==> src/rtl/gbt_pkg.sv <==
// ----------------------------------------------------------------------------
// gbt_pkg
// Shared types, register indexes, datapath widths and saturation helpers for
// the gravity basin tracer.
// ----------------------------------------------------------------------------
package gbt_pkg;

  localparam int MAX_PLANETS_DEF = 4;
  localparam int COUNT_BITS_DEF  = 16;

  // Configuration register indexes
  localparam logic [2:0] REG_TIME_STEP   = 3'd0;
  localparam logic [2:0] REG_GRAVITY     = 3'd1;
  localparam logic [2:0] REG_ITER_LIMIT  = 3'd2;
  localparam logic [2:0] REG_PLANETS_USE = 3'd3;
  localparam logic [2:0] REG_PLANET0     = 3'd4;

  // Datapath widths
  localparam int D2_W   = 44;  // squared distance in Q.24
  localparam int ROOT_W = 22;  // distance in Q.12
  localparam int QUO_W  = 31;  // quotient bits (pull, component)
  localparam int MUL_A_W = 34;
  localparam int MUL_B_W = 28;
  localparam int PROD_W  = MUL_A_W + MUL_B_W;

  localparam logic [QUO_W-1:0] PULL_MAX = '1;

  typedef struct packed {
    logic signed [31:0] start_y;
    logic signed [31:0] start_x;
  } in_beat_t;

  typedef struct packed {
    logic [15:0] step_count;
    logic        captured;
    logic [1:0]  planet_index;
  } out_beat_t;

  typedef struct packed {
    logic [15:0] radius;
    logic [15:0] mass;
    logic [15:0] y;
    logic [15:0] x;
  } planet_t;

  // Add a sign-magnitude term to a Q8.24 value and saturate to 32 bits.
  function automatic logic signed [31:0] add_sat(input logic signed [31:0] base,
                                                 input logic neg,
                                                 input logic [32:0] mag);
    logic signed [34:0] b;
    logic signed [34:0] t;
    logic signed [34:0] s;
    b = 35'(base);
    t = $signed({2'b00, mag});
    s = neg ? (b - t) : (b + t);
    if (s > 35'sh0_7FFF_FFFF) begin
      add_sat = 32'sh7FFF_FFFF;
    end else if (s < -35'sh0_8000_0000) begin
      add_sat = 32'sh8000_0000;
    end else begin
      add_sat = s[31:0];
    end
  endfunction

endpackage

==> src/rtl/gbt_isqrt.sv <==
// ----------------------------------------------------------------------------
// gbt_isqrt
// Digit-by-digit integer square root, two radicand bits per cycle.
// ----------------------------------------------------------------------------
module gbt_isqrt
  import gbt_pkg::*;
(
  input  logic              clk,
  input  logic              rst_n,
  input  logic              start,
  input  logic [D2_W-1:0]   value,
  output logic [ROOT_W-1:0] root,
  output logic              busy
);

  localparam int CNT_W = $clog2(ROOT_W);
  localparam logic [CNT_W-1:0] LAST = CNT_W'(ROOT_W - 1);

  logic [D2_W-1:0]   src_r;
  logic [ROOT_W+1:0] rem_r;
  logic [ROOT_W-1:0] root_r;
  logic [CNT_W-1:0]  cnt_r;
  logic              busy_r;
  logic [ROOT_W+3:0] sh;
  logic [ROOT_W+3:0] trial;

  assign sh    = {rem_r, src_r[D2_W-1 -: 2]};
  assign trial = {2'b00, root_r, 2'b01};

  always_ff @(posedge clk) begin
    if (!rst_n) begin
      busy_r <= 1'b0;
      cnt_r  <= '0;
    end else if (start) begin
      busy_r <= 1'b1;
      cnt_r  <= '0;
    end else if (busy_r) begin
      cnt_r <= cnt_r + 1'b1;
      if (cnt_r == LAST) begin
        busy_r <= 1'b0;
      end
    end
  end

  always_ff @(posedge clk) begin
    if (start) begin
      src_r  <= value;
      rem_r  <= '0;
      root_r <= '0;
    end else if (busy_r) begin
      src_r <= src_r << 2;
      if (sh >= trial) begin
        rem_r  <= (ROOT_W+2)'(sh - trial);
        root_r <= {root_r[ROOT_W-2:0], 1'b1};
      end else begin
        rem_r  <= (ROOT_W+2)'(sh);
        root_r <= {root_r[ROOT_W-2:0], 1'b0};
      end
    end
  end

  assign root = root_r;
  assign busy = busy_r;

endmodule

==> config.mk <==
export PLATFORM = sky130hd
export DESIGN_NAME = gbt_isqrt
export DESIGN_NICKNAME = d
export VERILOG_FILES = /design/src/rtl/gbt_pkg.sv /design/src/rtl/gbt_isqrt.sv
export SDC_FILE = /design/constraint.sdc
export NUM_CORES = 1
export LEC_CHECK = 0
export BUFFER_PORTS_ARGS = -buffer_cell sky130_fd_sc_hd__buf_4
export CAP_MARGIN = 20
export CORE_MARGIN = 10
export CORE_UTILIZATION = 60
export CTS_CLUSTER_SIZE = 12
export DETAILED_ROUTE_END_ITERATION = 7
export PLACE_DENSITY = 0.83
export SLEW_MARGIN = 10
export SYNTH_ARGS = -nofsm -noshare
export SYNTH_HDL_FRONTEND = slang
export SYNTH_SLANG_ARGS = --single-unit
==> constraint.sdc <==
create_clock -name clk -period 7.05 [get_ports clk]
set_input_delay 1.41 -clock clk [delete_from_list [all_inputs] [get_ports clk]]
set_output_delay 1.41 -clock clk [all_outputs]
set_load 0.03 [all_outputs]
# [Yosys cells after proc, flatten, opt, wreduce, memory -nomap -nowiden]
# Cells that the tools add are included.
[word_totals] regBits=96 out_inout_bits=23
[op_classes] n_addsub=2 magnitude_cmp=1 eq_ne=1 muxes=7 n_bitwise=1 n_reduce_logical=2
[op_table] operator="two-way mux 44 bit" count=2
[op_table] operator="greater-or-equal comparator 26 x 24 -> 1 bit" count=1
[op_table] operator="two-way mux 24 bit" count=1
[op_table] operator="subtractor 24 bit" count=1
[op_table] operator="adder 5 x 1 -> 5 bit, second input constant" count=1
[op_table] operator="equality test 5 bit, second input constant" count=1
[op_table] operator="two-way mux 1 bit" count=4
[op_table] operator="nonzero test 2 bit" count=1
[op_table] operator="OR reduction 2 bit" count=1
[op_table] operator="inverter 1 bit" count=1

# [Longest topological paths before layout]
[depth] depth_word=4 mapped_depth=12

# [Least setup slack after synthesis]
# OpenSTA, ideal clock, no wires.
[synth_timing] path_kind="register to register" startpoint="register root_r[17], in the netlist root[17]" endpoint="register rem_r[10]" arrival_ns=2.837 required_ns=6.964 setup_slack_ns=4.128 path_stages_with_launch=12 period_less_slack_ns=2.922 path_cell_list="dfxtp_1 > inv_1 > ha_1 > a21o_1 > a21o_1 > a21o_1 > a221o_1 > o31ai_4 > nand2_4 > buf_4 > mux2i_1 > a211oi_1"
[synth_via] elab_chain_len=2
[synth_lines] element="start: declaration" line_no="gbt_isqrt.sv:21" source="logic [ROOT_W-1:0] root_r;"
[synth_lines] element="start signal: assignment" line_no="gbt_isqrt.sv:54" source="root_r <= {root_r[ROOT_W-2:0], 1'b1};"
[synth_lines] element="start signal: assignment" line_no="gbt_isqrt.sv:57" source="root_r <= {root_r[ROOT_W-2:0], 1'b0};"
[synth_lines] element="greater-or-equal comparator 26 x 24 -> 1 bit" line_no="gbt_isqrt.sv:52" source="if (sh >= trial) begin"
[synth_lines] element="two-way mux 24 bit" line_no="gbt_isqrt.sv:52"
[synth_lines] element="end signal: assignment" line_no="gbt_isqrt.sv:53" source="rem_r <= (ROOT_W+2)'(sh - trial);"
[synth_lines] element="end signal: assignment" line_no="gbt_isqrt.sv:56" source="rem_r <= (ROOT_W+2)'(sh);"
[synth_lines] element="end: declaration" line_no="gbt_isqrt.sv:20" source="logic [ROOT_W+1:0] rem_r;"
# Every way passes these cells.
# A chain may end at the register's enable or synchronous reset.

# [Worst setup path after layout]
[layout_timing] startpoint="register root_r[17], in the netlist root[17]" endpoint="register rem_r[5]"
# Same word-level chain as after synthesis.

==> impl_results.md <==
* Die W at 113 um
* Initial Util at 0.623
* Slew @ Worst Pin at 941 ps
* Fin nets at roughly 620
* Final WL at between 10000 and 15000 um
* Mapped Cells at between 400 and 500
* Max VDD drop at approximately 0.00028 V
* Power consumption at about 0.0022 W
* Drt wl/cell at around 17 um
* Hold WS at 521 ps
* Ys Warns at 0
* Leak at between 2 and 2.5 nW
* Largest family of logic cells by synthesized area: multiplexers
* Max Buffers Root-to-Sink at 2
* Crit path largest cell delay at between 400 and 500 ps
* Max-Cap Viols at 0
* XOR/XNOR share of the synthesized area at 0.0388
* Sequential fraction of the synthesis area at 0.455
* DP HPWL at about 7800 um
* Vias per cell at between 5 and 6
* Input/output buffers at 69
* Rows at 33
* Simple logic cell fraction of the synthesized area at 0.106
* Crit path kind: reg2reg
* # resized after CTS at 0
* Synthesized net count at about 560
* CP startpoint kind: register
* TNS Setup at 0 ps
* Pre-Repair DR Iteration Count at 4
* GRT busiest layer: met2
* GR Overflow Total at 0
* Post-CTS Setup Inserts at 0
* Hold Startpoint: rem_r[7]$_SDFFE_PP0P_
* Worst EP required at roughly 7300 ps
* Slack of the critical path at between 3000 and 4000 ps
* Final Wtd Congestion at roughly 0.94
* Distinct cells, synth at 56
* N_diodes at 0
* CTS buffer count at 9
* Skew-Pair Late Insertion Delay at around 380 ps
* Die height at about 110 um
* Fin Clk Skew at roughly 13 ps
* Final antenna-violating net count at 0
* Post-synthesis mux area share at 0.160
* I/O pin count at 70
* Tcrit/Tclk final at 0.455
* Crit path buf inv count at 1
* Crit path arrival time at approximately 3500 ps
* Post-Syn Area per Cell at roughly 11 um^2
* Worst path cell trace: inv_1 > ha_1 > a21o_1 > a21o_1 > a21o_1 > a221o_1 > o31ai_4 > nand2_4 > mux2_4 > a22o_1
* Vias in the first global route at 3744
* Total stage count of the critical path at 10
* CTS tree: done
* Crit. End Element: register
* Initial antenna violation count at 0
* Slew margin rel. at 0.373
* Total track usage at 0.168
* Initial DRC Count at about 250
* Htree depth at 3
* DRC errors left at 0
* PD cells at roughly 370 mW/mm^2
* Post-synth EDFFs at 44
* CTS Sinks at 96
* DR vias at between 3000 and 4000
* Hold path endpoint: rem_r[7]$_SDFFE_PP0P_
* Max Clock Freq at between 300 and 400 MHz
* Grt met3 use at 0.0349
* Hold/Removal Path Class: reg2reg
* R2r startpoint: root[17]$_SDFFE_PP0P_
* Dpl cell area at just under 0.006 mm^2
* Hold Vio Cnt, Final at 0
* Clk root buf: clkbuf_8
* Compound-cell area share of the yosys netlist at 0.136
* Layout cell share with drive strength beyond 1 at 0.248
* Post-synthesis cell area at between 0.005 and 0.006 mm^2
* Die area at roughly 0.013 mm^2
* Area delta synth->final at 14.8%
* FF-to-FF path depth at 10
* Crit-path leading delay family: compound AO/OA/AOI/OAI gates
* Pin count of the biggest net entering global routing at 86
* R2r setup slk at a little under 4000 ps
* Setup violators final at 0
* Synth Flop Type: dfxtp_1
* CP Max Fanout at 24
* Status: completed
* Grt met2 use at 0.272
* RSZ-0062 raised after global routing: no
* Cell mode on critical path: a21o_1
* Async SR Flop Fraction at 0
* Reg-to-reg critical path endpoint: rem_r[5]$_SDFFE_PP0P_
* Final instance area at roughly 0.0060 mm^2
* Place WS at approximately 3600 ps
* Met1 Usage GRT at 0.214
* Synth Register Bits at 96
* Global-route wire length before repair at approximately 18000 um
* Tmin final at 3210 ps
* Core area at around 0.0083 mm^2
* Hold_buf cts at 0
* Slew Viols, Final at 0
* Slowest CP cell: o31ai_4
* Adder-cell area share of the yosys netlist at 0.0626
* Clock Pin Slew Worst Setup and Hold Paths at around 100 ps
* Hold path cells at 2
[logic make-up after synthesis]
| group | after synthesis |
|---|---|
| flip-flops | 96 |
| XOR/XNOR | 23 |
| multiplexers | 77 |
| adder cells (fa/ha/maj) | 26 |
| AND/OR/NAND/NOR | 117 |
| AO/OA/AOI/OAI | 96 |
| buffers and inverters | 55 |
[state kept, by name, indices dropped and copies added, names as in the netlist]
register / flops
rem_r: 24
cnt_r: 5
root: 22
src_r: 44
busy: 1
[stage by stage]
stage                     utilization  instances
after floorplan                     -        490
after global placement          0.692        645
after detailed placement        0.692        645
after CTS                       0.716        661
after global routing            0.716        661
final                           0.716        661
[final cells by class]
type	count	area, um^2
timing repair buffer	71	533
inverter	34	128
multi-input combinational	339	2620
clock inverter	6	60.1
tap	105	131
fill	622	2370
clock buffer	10	138
sequential	96	2360
[routing by layer]
layer / share of wire / wire length (um) / vias up
li1: - / - / 1922
met3: 0.049 / 553 / 18
met2: 0.48 / 5410 / 111
met4: 0.017 / 187 / 0
met5: 0 / 0 / -
met1: 0.45 / 5030 / 1859
[cells in the final DEF (no fill, tap or decap), types with 3 or more instances in the layout]
| cell type | count |
|---|---|
| buf_4 | 71 |
| nor2_1 | 55 |
| dfxtp_1 | 51 |
| edfxtp_1 | 44 |
| mux2_2 | 42 |
| inv_1 | 33 |
| mux2i_1 | 33 |
| ha_1 | 26 |
| nand2_1 | 17 |
| nand3_1 | 16 |
| a21oi_1 | 15 |
| xnor2_1 | 14 |
| a211oi_1 | 11 |
| a21o_1 | 10 |
| clkbuf_8 | 10 |
| xor2_1 | 9 |
| o21ai_1 | 7 |
| nand4_1 | 6 |
| o21ai_0 | 6 |
| o211ai_1 | 5 |
| a31oi_1 | 5 |
| a311oi_1 | 5 |
| and3_1 | 4 |
| and2_1 | 4 |
| a22o_1 | 4 |
| o21a_1 | 3 |
| or3_1 | 3 |
| nor2b_1 | 3 |
| inv_6 | 3 |
[worst register-to-register path, delay by kind of cell (launching register included)]
kind                       cells  cell delay [ps]
buffers and inverters          1               70
DFF                            1              390
adders and majority gates      1              380
muxes                          1              390
and+or+nand+nor                1              310
AOI/OAI and AO/OA              6             1580
[cells in the mapped netlist (5+ instances only)]
cell      instances  share of area
xnor2_1          14          0.024
a21o_1           10          0.014
o21ai_0           6         0.0058
nand2_1          17          0.012
nor2_1           55          0.040
nand4_1           6         0.0072
edfxtp_1         44           0.25
buf_1             6         0.0043
nand3_1          16          0.015
a211oi_1         11          0.016
mux2_2           42          0.091
inv_1            34          0.025
o21ai_1           7         0.0067
xor2_1            9          0.015
ha_1             26          0.063
a311oi_1          5         0.0084
dfxtp_1          52           0.20
mux2i_1          33          0.064
o211ai_1          5         0.0072
a21oi_1          15          0.014
a31oi_1           5         0.0060
clkbuf_1         11         0.0079
[how the worst max path moves through the flow]
stage / start / end / slack, ps
3_5_place_dp: start / src_r[1]$_SDFFCE_PN0P_ / 3620
6_report: root[17]$_SDFFE_PP0P_ / rem_r[5]$_SDFFE_PP0P_ / 3840
4_1_cts: root[17]$_SDFFE_PP0P_ / rem_r[5]$_SDFFE_PP0P_ / 3840
2_1_floorplan: root[17]$_SDFFE_PP0P_ / rem_r[10]$_SDFFE_PP0P_ / 4130
3_3_place_gp: start / src_r[1]$_SDFFCE_PN0P_ / 3660
5_1_grt: root[17]$_SDFFE_PP0P_ / rem_r[5]$_SDFFE_PP0P_ / 3670
[report_power, final]
part	internal, W	switching, W	total, W	leakage (nW)
combinational	0.000522	0.000637	0.00116	1.50
sequential	0.000662	0.0000524	0.000715	0.868
clock	0.000146	0.000214	0.000360	0.101
Power figures use the tool's default switching activity.
