**src/rtl/gbt_pkg.sv**
```systemverilog
// ----------------------------------------------------------------------------
// gbt_pkg
// Shared types, register indexes, datapath widths and saturation helpers for
// the gravity basin tracer.
// ----------------------------------------------------------------------------
package gbt_pkg;

  localparam int MAX_PLANETS_DEF = 4;
  localparam int COUNT_BITS_DEF  = 16;

  // Configuration register indexes
  localparam logic [2:0] REG_TIME_STEP   = 3'd0;
  localparam logic [2:0] REG_GRAVITY     = 3'd1;
  localparam logic [2:0] REG_ITER_LIMIT  = 3'd2;
  localparam logic [2:0] REG_PLANETS_USE = 3'd3;
  localparam logic [2:0] REG_PLANET0     = 3'd4;

  // Datapath widths
  localparam int D2_W   = 44;  // squared distance in Q.24
  localparam int ROOT_W = 22;  // distance in Q.12
  localparam int QUO_W  = 31;  // quotient bits (pull, component)
  localparam int MUL_A_W = 34;
  localparam int MUL_B_W = 28;
  localparam int PROD_W  = MUL_A_W + MUL_B_W;

  localparam logic [QUO_W-1:0] PULL_MAX = '1;

  typedef struct packed {
    logic signed [31:0] start_y;
    logic signed [31:0] start_x;
  } in_beat_t;

  typedef struct packed {
    logic [15:0] step_count;
    logic        captured;
    logic [1:0]  planet_index;
  } out_beat_t;

  typedef struct packed {
    logic [15:0] radius;
    logic [15:0] mass;
    logic [15:0] y;
    logic [15:0] x;
  } planet_t;

  // Add a sign-magnitude term to a Q8.24 value and saturate to 32 bits.
  function automatic logic signed [31:0] add_sat(input logic signed [31:0] base,
                                                 input logic neg,
                                                 input logic [32:0] mag);
    logic signed [34:0] b;
    logic signed [34:0] t;
    logic signed [34:0] s;
    b = 35'(base);
    t = $signed({2'b00, mag});
    s = neg ? (b - t) : (b + t);
    if (s > 35'sh0_7FFF_FFFF) begin
      add_sat = 32'sh7FFF_FFFF;
    end else if (s < -35'sh0_8000_0000) begin
      add_sat = 32'sh8000_0000;
    end else begin
      add_sat = s[31:0];
    end
  endfunction

endpackage

```
**src/rtl/gbt_div.sv**
```systemverilog
// ----------------------------------------------------------------------------
// gbt_div
// Restoring divider, one quotient bit per cycle, for a quotient known to fit.
// ----------------------------------------------------------------------------
module gbt_div
  import gbt_pkg::*;
(
  input  logic             clk,
  input  logic             rst_n,
  input  logic             start,
  input  logic [D2_W-1:0]  rem_init,
  input  logic [QUO_W-1:0] num_lo,
  input  logic [D2_W-1:0]  divisor,
  output logic [QUO_W-1:0] quotient,
  output logic             done
);

  localparam int CNT_W = $clog2(QUO_W);
  localparam logic [CNT_W-1:0] LAST = CNT_W'(QUO_W - 1);

  logic [D2_W-1:0]  rem_r;
  logic [D2_W-1:0]  dvs_r;
  logic [QUO_W-1:0] num_r;
  logic [QUO_W-1:0] q_r;
  logic [CNT_W-1:0] cnt_r;
  logic             busy_r;
  logic             done_r;
  logic [D2_W:0]    sh;
  logic             fits;

  assign sh   = {rem_r, num_r[QUO_W-1]};
  assign fits = (sh >= {1'b0, dvs_r});

  always_ff @(posedge clk) begin
    if (!rst_n) begin
      busy_r <= 1'b0;
      done_r <= 1'b0;
      cnt_r  <= '0;
    end else if (start) begin
      busy_r <= 1'b1;
      done_r <= 1'b0;
      cnt_r  <= '0;
    end else begin
      done_r <= 1'b0;
      if (busy_r) begin
        cnt_r <= cnt_r + 1'b1;
        if (cnt_r == LAST) begin
          busy_r <= 1'b0;
          done_r <= 1'b1;
        end
      end
    end
  end

  always_ff @(posedge clk) begin
    if (start) begin
      rem_r <= rem_init;
      dvs_r <= divisor;
      num_r <= num_lo;
      q_r   <= '0;
    end else if (busy_r) begin
      num_r <= num_r << 1;
      q_r   <= {q_r[QUO_W-2:0], fits};
      if (fits) begin
        rem_r <= D2_W'(sh - {1'b0, dvs_r});
      end else begin
        rem_r <= sh[D2_W-1:0];
      end
    end
  end

  assign quotient = q_r;
  assign done     = done_r;

endmodule

```
**config.mk**
```make
export PLATFORM = sky130hd
export DESIGN_NAME = gbt_div
export DESIGN_NICKNAME = d
export VERILOG_FILES = /design/src/rtl/gbt_pkg.sv /design/src/rtl/gbt_div.sv
export SDC_FILE = /design/constraint.sdc
export NUM_CORES = 1
export LEC_CHECK = 0
export ABC_AREA = 1
export BUFFER_PORTS_ARGS = -buffer_cell sky130_fd_sc_hd__buf_4
export CORE_MARGIN = 3
export CORE_UTILIZATION = 45
export CTS_CLUSTER_SIZE = 12
export DETAILED_ROUTE_END_ITERATION = 8
export PLACE_DENSITY = 0.73
export SETUP_SLACK_MARGIN = 0.05
export SLEW_MARGIN = 20
export SYNTH_ARGS = -nofsm -noshare
export SYNTH_HDL_FRONTEND = slang
export SYNTH_SLANG_ARGS = --single-unit
export TNS_END_PERCENT = 100
```
**constraint.sdc**
```tcl
create_clock -name clk -period 4.8 [get_ports clk]
set_input_delay 1.44 -clock clk [delete_from_list [all_inputs] [get_ports clk]]
set_output_delay 1.44 -clock clk [all_outputs]
set_load 0.02 [all_outputs]
```
* Yosys cells after proc, flatten, opt, wreduce, memory -nomap -nowiden
Index checks and enable logic that the tools add are counted.
Word-level totals: register bits 157, bits of input ports 122, output and inout bits 32, logic and storage cells 25
Operators by class: reduce and logical (&&, ||, !) cells 3, eq/ne operators 1, multiplexer cells 9, bitwise logic cells 2, add/sub/neg operators 2, order comparisons 1
Operators with widths (count):
- $mux 44 | 3
- $mux 31 | 2
- $ge 45x44->1 | 1
- $sub 44x44->44 | 1
- $add 5x1->5 const B | 1
- $eq 5x5->1 const B | 1
- $mux 1 | 4
- $reduce_or 3->1 | 1
- $not 1->1 | 2
- $reduce_bool 2->1 | 1
- $reduce_or 2->1 | 1

* Logic depth before layout (Yosys ltp)
Gate-level depths: netlist (run 1).
depth in word-level cells 4, gate-level depth with buffers 17

* Worst setup path before layout (run 1)
No wires, ideal clock.
path type in2reg, from in start, to reg num_r[0], enable pin, required time 4.331 ns, stages 4, library setup time 0.469 ns, setup slack 0.321 ns, data arrival time 4.010 ns, path through clkbuf_1 > nor2_1 > inv_1 > clkbuf_1
Between the ends: word-level cells in the longest chain between the ends 1
Ends and longest elaborated chain:
- from (decl) | RTL line gbt_div.sv:10 | input logic start,
- $reduce_bool 2->1 (no source line)
- to (signal assigned) | RTL line gbt_div.sv:59 | num_r <= num_lo;
- to (signal assigned) | RTL line gbt_div.sv:62 | num_r <= num_r << 1;
- to (decl) | RTL line gbt_div.sv:23 | logic [QUO_W-1:0] num_r;
Every way passes these cells. A chain may end at the register's enable or synchronous reset.

* Worst setup path in the final report (run 1)
from reg rem_r[32], to reg rem_r[19], data pin
Between the ends: word-level cells in the longest chain between the ends 4
Ends and longest elaborated chain:
- from (decl) | RTL line gbt_div.sv:21 | logic [D2_W-1:0] rem_r;
- from (signal assigned) | RTL line gbt_div.sv:57 | rem_r <= rem_init;
- from (signal assigned) | RTL line gbt_div.sv:65 | rem_r <= D2_W'(sh - {1'b0, dvs_r});
- from (signal assigned) | RTL line gbt_div.sv:67 | rem_r <= sh[D2_W-1:0];
- $ge 45x44->1 | RTL line gbt_div.sv:32 | assign fits = (sh >= {1'b0, dvs_r});
- $mux 44 | RTL line gbt_div.sv:64 | if (fits) begin
- $mux 44 | RTL line gbt_div.sv:61 | end else if (busy_r) begin
- $mux 44 | RTL line gbt_div.sv:56 | if (start) begin
Every way passes these cells. The select of a mux whose other input is x is not followed.

==> metrics.csv, run 1 <==
stage,metric,value,unit
final_layout,share of cells above drive strength 1,0.142,
route,via count,9295,
power,Worst VDD drop,0.245,mV
critical_path,reg-to-reg endpoint,rem_r[19]$_DFFE_PP_,
synthesis,count of cell types in the netlist,39,
clocking,cts repair resizes,0,
sta,fmax,331,MHz
clocking,CTS hold repair buffers,0,
critical_path,largest fanout on the critical path,45,
synthesis,YS warnings,0,
floorplanning,total die area,24900,um^2
critical_path,reg2reg path depth,12,
synthesis,#FFs+latches synth,157,
floorplanning,Starting Density,0.467,
sta,worst slew pin tran,0.951,ns
critical_path,CP Launch Type,flip-flop,
critical_path,Worst EP required,5.09,ns
floorplanning,Die Height,158,um
status,status,finished clean,
route,DRT Pass-1 Iters,5,
floorplanning,die width,158,um
synthesis,Compound-Gate Fraction of Synth Area,0.0447,
final_layout,synthesis-to-finish area growth,18.7,%
global_routing,vias in the first global route,9036,
synthesis,largest family of logic cells by synthesized area,simple AND/OR/NAND/NOR gates,
place,GP Congestion,0.935,
critical_path,worst path bufs/invs,0,
floorplanning,core footprint,22200,um^2
sta,fin crit period,3.02,ns
clocking,clk_lat worst skew,0.43,ns
global_routing,pin count of the biggest net entering global routing,75,
synthesis,Synth Area in Simple Gates,0.347,
clocking,htree depth,4,
synthesis,top cell type by total area after synthesis,edfxtp_1,
global_routing,initial antenna violation count,0,
place,Final HPWL DP,21800,um
global_routing,total gr overflow,0,
sta,Pins Over Slew Limit,0,
route,via/cell ratio,4.97,
clocking,Max clock buf depth,2,
sta,Clock Skew,0.0207,ns
synthesis,Adder-Cell Fraction of Synth Area,0.0574,
synthesis,post-synth top area share,0.344,
power,Cell Pwr Density,412,nW/um^2
route,drt first-iter violations,701,
synthesis,Synth Net Count,1607,
place,Port-buffer cells,153,
sta,"Hold Vio Cnt, Final",0,
global_routing,first-pass GRT wire length,45500,um
critical_path,Worst Setup EP,rem_r[19]$_DFFE_PP_,
power,leakage,6.32,nW
critical_path,slowest CP cell,nor2_8,
critical_path,CP startpoint,rem_r[32]$_DFFE_PP_,
critical_path,max incr delay on CP,0.50,ns
clocking,cts bufs inserted,17,
final_layout,"commonest non-fill, non-tap cell in the layout",nand2_1,
synthesis,Synth Area in XOR/XNOR,0.0186,
route,WL final,28200,um
synthesis,post-synthesis mux area share,0,
worst_hold_path,HP Start,quotient[30]$_SDFFE_PP0P_,
critical_path,worst reg-to-reg setup slack,1.78,ns
critical_path,critical path depth in cells,12,
synthesis,post-synthesis sequential area ratio,0.418,
worst_hold_path,Hold Crit Class,reg -> reg,
route,DRT antenna net count,0,
sta,RSZ-0062 raised after global routing,no,
critical_path,crit path cell chain,"ha_1, nand2_1, nor2_1, nand2_1, nor2_2, nand3_1, nand2_2, nor2_8, nand2_8, nand2_1, nand3_1, nand2_1",
sta,Slew HR,0.364,
critical_path,reg2reg start,rem_r[32]$_DFFE_PP_,
final_layout,most frequent cells in the layout,"nand2_1 (565), inv_1 (260), buf_4 (156)",
clocking,CTS Sinks,157,
floorplanning,I/O pins,154,
sta,final setup fails,0,
route,DRC Markers,0,
clocking,Post-CTS Repair Setup Buffers,0,
critical_path,"most used cell, CP",nand2_1,
clocking,Root Buffer,clkbuf_16,
floorplanning,num rows,54,
route,Avg WL per Cell,15.1,um
critical_path,CP Capture Type,flip-flop,
critical_path,Worst path top cell family by delay,simple AND/OR/NAND/NOR gates,
synthesis,syn avg cell area,7.22,um^2
sta,Setup TNS,0,ns
final_layout,Nets,1747,
final_layout,post-route cell area,12300,um^2
sta,period utilization,0.629,
run,number of max-cap violations,0,
synthesis,synthesized cell area,10400,um^2
power,total power,5.08,mW
critical_path,WS Path Type,reg -> reg,
place,dpl cell area,11700,um^2
synthesis,Syn Inst Count,1438,
final_layout,Fillers,2193,
global_routing,all-layer global routing usage,0.231,
synthesis,main area contributors after synthesis,"edfxtp_1 (34%), nand2_1 (20%), inv_1 (9.5%)",
clocking,CTS tree,done,
critical_path,CP arrival,3.31,ns
final_layout,# diodes,0,
clocking,"Clk pin slew, worst setup/hold paths",0.07,ns
[cell usage after synthesis]
| master | n |
|---|---|
| nor3_1 | 3 |
| xor2_1 | 1 |
| edfxtp_1 | 119 |
| o22ai_1 | 29 |
| nor2_1 | 84 |
| nand2_4 | 1 |
| clkbuf_1 | 15 |
| inv_1 | 262 |
| buf_2 | 8 |
| buf_1 | 7 |
| or2_2 | 1 |
| nor2_4 | 2 |
| dfxtp_1 | 38 |
| a21oi_2 | 2 |
| nor3b_1 | 2 |
| ha_1 | 46 |
| xnor2_1 | 21 |
| a21boi_0 | 1 |
| buf_12 | 1 |
| nand2_2 | 6 |
| nor2_2 | 9 |
| o21bai_1 | 4 |
| a21oi_1 | 33 |
| and3_1 | 1 |
| nand2_1 | 565 |
| nand3_1 | 90 |
| inv_2 | 2 |
| nor3_2 | 1 |
| nand2_8 | 2 |
| nor4_1 | 1 |
| nand3_2 | 8 |
| buf_6 | 5 |
| fa_1 | 1 |
| nor2_8 | 1 |
| nand4_1 | 7 |
| nand3b_1 | 43 |
| a21o_1 | 1 |
| o21ai_0 | 11 |
| and2_1 | 4 |
[worst min-delay path: stages (launching register included)]
cell and delay, ns:
dfxtp_1 0.33, nand2_1 0.05, o21ai_0 0.06
[kinds of logic (layout without fill, tap and decap cells)]
group,Yosys count,after routing
flip-flops,157,157
adder cells (fa/ha/maj),47,47
AO/OA/AOI/OAI,81,81
buffers and inverters,300,453
XOR/XNOR,22,22
AND/OR/NAND/NOR,831,831
[report_power, final]
part	total (mW)	internal [mW]	switching, mW
registers	1.73	1.65	0.0742
logic	1.97	0.704	1.27
clock network	1.37	0.705	0.670
[layout make-up]
| type | instances | area (um^2) | area share |
|---|---|---|---|
| clock buffers | 17 | 425 | 0.0345 |
| clock inverters | 15 | 168 | 0.0136 |
| inverters | 264 | 992 | 0.0805 |
| multi-input cells | 981 | 4860 | 0.394 |
| flip-flops and latches | 157 | 4330 | 0.352 |
| well taps | 280 | 350 | 0.0284 |
| repair buffers | 157 | 1190 | 0.0967 |
[worst min-delay path by stage]
stage / to / slack [ns] / cells after the start
after floorplan: cnt_r[3]$_SDFFE_PP0P_ / 0.46 / 2
after global placement: quotient[30]$_SDFFE_PP0P_ / 0.47 / 2
after detailed placement: quotient[30]$_SDFFE_PP0P_ / 0.46 / 2
after CTS: quotient[30]$_SDFFE_PP0P_ / 0.48 / 2
after global routing: quotient[30]$_SDFFE_PP0P_ / 0.51 / 2
final: quotient[30]$_SDFFE_PP0P_ / 0.47 / 2
[routing by layer]
metal	track usage	part of all wire
met1	0.326	0.47
met2	0.371	0.45
met5	0	0
met3	0.0467	0.069
met4	0.0471	0.0090
[through the flow]
| stage | setup slack [ns] | utilization | hold slack, ns | std cells |
|---|---|---|---|---|
| after floorplan | 0.321 | - | 0.459 | 1438 |
| after global placement | 1.42 | 0.527 | 0.474 | 1839 |
| after detailed placement | 1.31 | 0.527 | 0.463 | 1839 |
| after CTS | 1.74 | 0.554 | 0.480 | 1871 |
| after global routing | 1.56 | 0.554 | 0.507 | 1871 |
| final | 1.78 | 0.554 | 0.468 | 1871 |
[registers in the layout, indices dropped and copies added (netlist names)]
signal,flops
num_r,31
cnt_r,5
done,1
busy_r,1
quotient,31
rem_r,44
dvs_r,44
Note: power is estimated with default switching activity, not from simulation.
==> inputs of run 2 (changes only) <==
PLACE_DENSITY = 0.76   (was 0.73)
clock period = 2.65 ns   (was 4.8 ns; I/O delays follow)
==> metrics.csv, run 2 (synthesized netlist as in run 1, its figures left out) <==
stage,metric,value,unit,change
place,Port-buffer cells,153,,unchanged
floorplanning,num rows,54,,unchanged
global_routing,initial antenna violation count,0,,unchanged
route,DRT antenna net count,0,,unchanged
final_layout,post-route cell area,12900,um^2,+4.6%
route,WL final,28900,um,+2.4%
critical_path,worst reg-to-reg setup slack,0.14,ns,-1.64 ns
global_routing,pin count of the biggest net entering global routing,60,,-20%
power,Clock power frac,0.274,,+0.003
clocking,cts bufs inserted,17,,unchanged
sta,"Hold Vio Cnt, Final",0,,unchanged
place,Final HPWL DP,22400,um,+2.7%
global_routing,first-pass GRT wire length,45700,um,+0.23%
final_layout,biggest regs,"dvs_r: 44 flops, rem_r: 44 flops",,
floorplanning,Die Height,158,um,unchanged
sta,tightest hold margin,0.461,ns,-0.00667 ns
final_layout,synthesis-to-finish area growth,24.1,%,
sta,worst slew pin tran,0.676,ns,-0.275 ns
sta,RSZ-0062 raised after global routing,yes,,
clocking,CTS Sinks,157,,unchanged
final_layout,share of cells above drive strength 1,0.184,,+0.0420
global_routing,vias in the first global route,9095,,+0.65%
route,via/cell ratio,4.93,,-0.76%
final_layout,Nets,1781,,+1.9%
run,number of max-cap violations,0,,unchanged
final_layout,non-filler cells in the finished layout,1905,,+1.8%
critical_path,largest fanout on the critical path,26,,-42%
power,Comb power frac,0.402,,+0.013
route,via count,9392,,+1.0%
clocking,CTS tree,done,,
clocking,Root Buffer,clkbuf_16,,
critical_path,max incr delay on CP,0.42,ns,-0.08 ns
floorplanning,core footprint,22200,um^2,unchanged
sta,Slew HR,0.550,,+0.185
clocking,"Clk pin slew, worst setup/hold paths",0.07,ns,about the same
route,DRT Pass-1 Iters,5,,unchanged
final_layout,"commonest non-fill, non-tap cell in the layout",nand2_1,,
power,switching share of power,0.386,,-0.0101
sta,final setup fails,0,,unchanged
global_routing,total gr overflow,0,,unchanged
floorplanning,Starting Density,0.467,,unchanged
power,Sw Pwr,3.75,mW,+86%
power,Flop pwr share,0.324,,-0.017
sta,Setup TNS,0,ns,unchanged
global_routing,all-layer global routing usage,0.232,,+0.000896
power,leakage,6.50,nW,+2.9%
floorplanning,total die area,24900,um^2,unchanged
sta,fin crit period,2.51,ns,-0.507 ns
critical_path,Worst path top cell family by delay,simple AND/OR/NAND/NOR gates,,
place,dpl cell area,12000,um^2,+2.2%
critical_path,CP Launch Type,flip-flop,,
worst_hold_path,Hold Crit Class,reg -> reg,,
power,Cell Pwr Density,754,nW/um^2,+83%
critical_path,CP arrival,2.69,ns,-0.62 ns
sta,fmax,398,MHz,+20%
final_layout,Fillers,2076,,-5.3%
sta,period utilization,0.947,,+0.319
route,Avg WL per Cell,15.2,um,+0.61%
status,status,finished clean,,
critical_path,CP Capture Type,flip-flop,,
critical_path,Worst EP required,2.83,ns,-2.26 ns
critical_path,slowest CP cell,edfxtp_1,,
floorplanning,die width,158,um,unchanged
clocking,Max clock buf depth,2,,unchanged
critical_path,crit path cell chain,"ha_2, nand2_1, inv_2, nand4_1, nor2_1, nand3_1, nand2_2, nor2_8, nand2_8, buf_12, o21ai_0, nand3_1, nand2_1",,
floorplanning,I/O pins,154,,unchanged
place,GP Congestion,0.981,,+4.9%
route,drt first-iter violations,580,,-17%
critical_path,WS Path Type,reg -> reg,,
critical_path,worst path bufs/invs,2,,+2
power,Worst VDD drop,0.401,mV,+64%
power,P_int,5.96,mW,+95%
final_layout,# diodes,0,,unchanged
clocking,htree depth,4,,unchanged
clocking,clk_lat worst skew,0.43,ns,about the same
sta,Pins Over Slew Limit,0,,unchanged
final_layout,most frequent cells in the layout,"nand2_1 (559), inv_1 (259), buf_4 (184)",,
place,dpl cells,1870,,+1.7%
sta,Clock Skew,0.0171,ns,-0.00364 ns
route,DRC Markers,0,,unchanged
-- run 2: cell count changes in the layout (fill, tap and decap cells not counted), sizes merged --
cell    delta
clkinv     -4
bufinv     +1
buf       +34
inv        +2
clkbuf     +1
-- run 2: repair_timing --
action | 4_1_cts | 5_1_grt
buffers inserted | 0 | 3
endpoints found under the setup margin | 0 | 44
resized for setup | 0 | 45
hold buffers | 0 | 0
-- run 2: layer usage --
layer | routed length (um) | vias to the layer above | global-route usage
met5 | 0 | - | 0
met4 | 427 | 0 | 0.0566
met3 | 2000 | 25 | 0.0530
met2 | 13000 | 246 | 0.372
met1 | 13500 | 4286 | 0.320
li1 | - | 4835 | -
-- run 2: cell type report --
cell class	count	area, um^2	area share
tap	280	350	0.0272
sequential	157	4330	0.336
clock buffer	18	450	0.0350
clock inverter	14	176	0.0137
inverter	264	992	0.0770
multi-input combinational	981	5090	0.395
timing repair buffer	191	1490	0.116
-- run 2: path summary, 6_finish.rpt --
check	from	to	depth (start not counted)
hold / removal	quotient[30]$_SDFFE_PP0P_	quotient[30]$_SDFFE_PP0P_	2
setup / recovery	rem_r[40]$_DFFE_PP_	rem_r[2]$_DFFE_PP_	13
hold reg to reg	quotient[30]$_SDFFE_PP0P_	quotient[30]$_SDFFE_PP0P_	2
setup reg to reg	rem_r[40]$_DFFE_PP_	rem_r[2]$_DFFE_PP_	13
-- run 2: worst register-to-register path, delay by kind of cell (launching register included) --
kind / cells / cell delay (ns)
compound gates: 1 / 0.15
buf+inv: 2 / 0.30
flops: 1 / 0.42
simple gates: 9 / 0.99
fa+ha+maj: 1 / 0.41
-- run 2: through the flow --
stage           util  worst slack, ns  power (mW)
6_report       0.580            0.139        9.71
2_1_floorplan      -            0.477        5.76
3_5_place_dp   0.539           0.0979        6.87
4_1_cts        0.567           0.0612        9.54
3_3_place_gp   0.539           0.0870        6.83
5_1_grt        0.580          0.00710        10.4
-- run 2: power by group through the flow --
stage / clock, mW / combinational, mW / sequential, mW
final: 2.66 / 3.90 / 3.15
after global routing: 2.80 / 4.38 / 3.18
after CTS: 2.70 / 3.72 / 3.12
after detailed placement: 0 / 3.70 / 3.17
after global placement: 0 / 3.67 / 3.16
after floorplan: 0 / 2.63 / 3.13
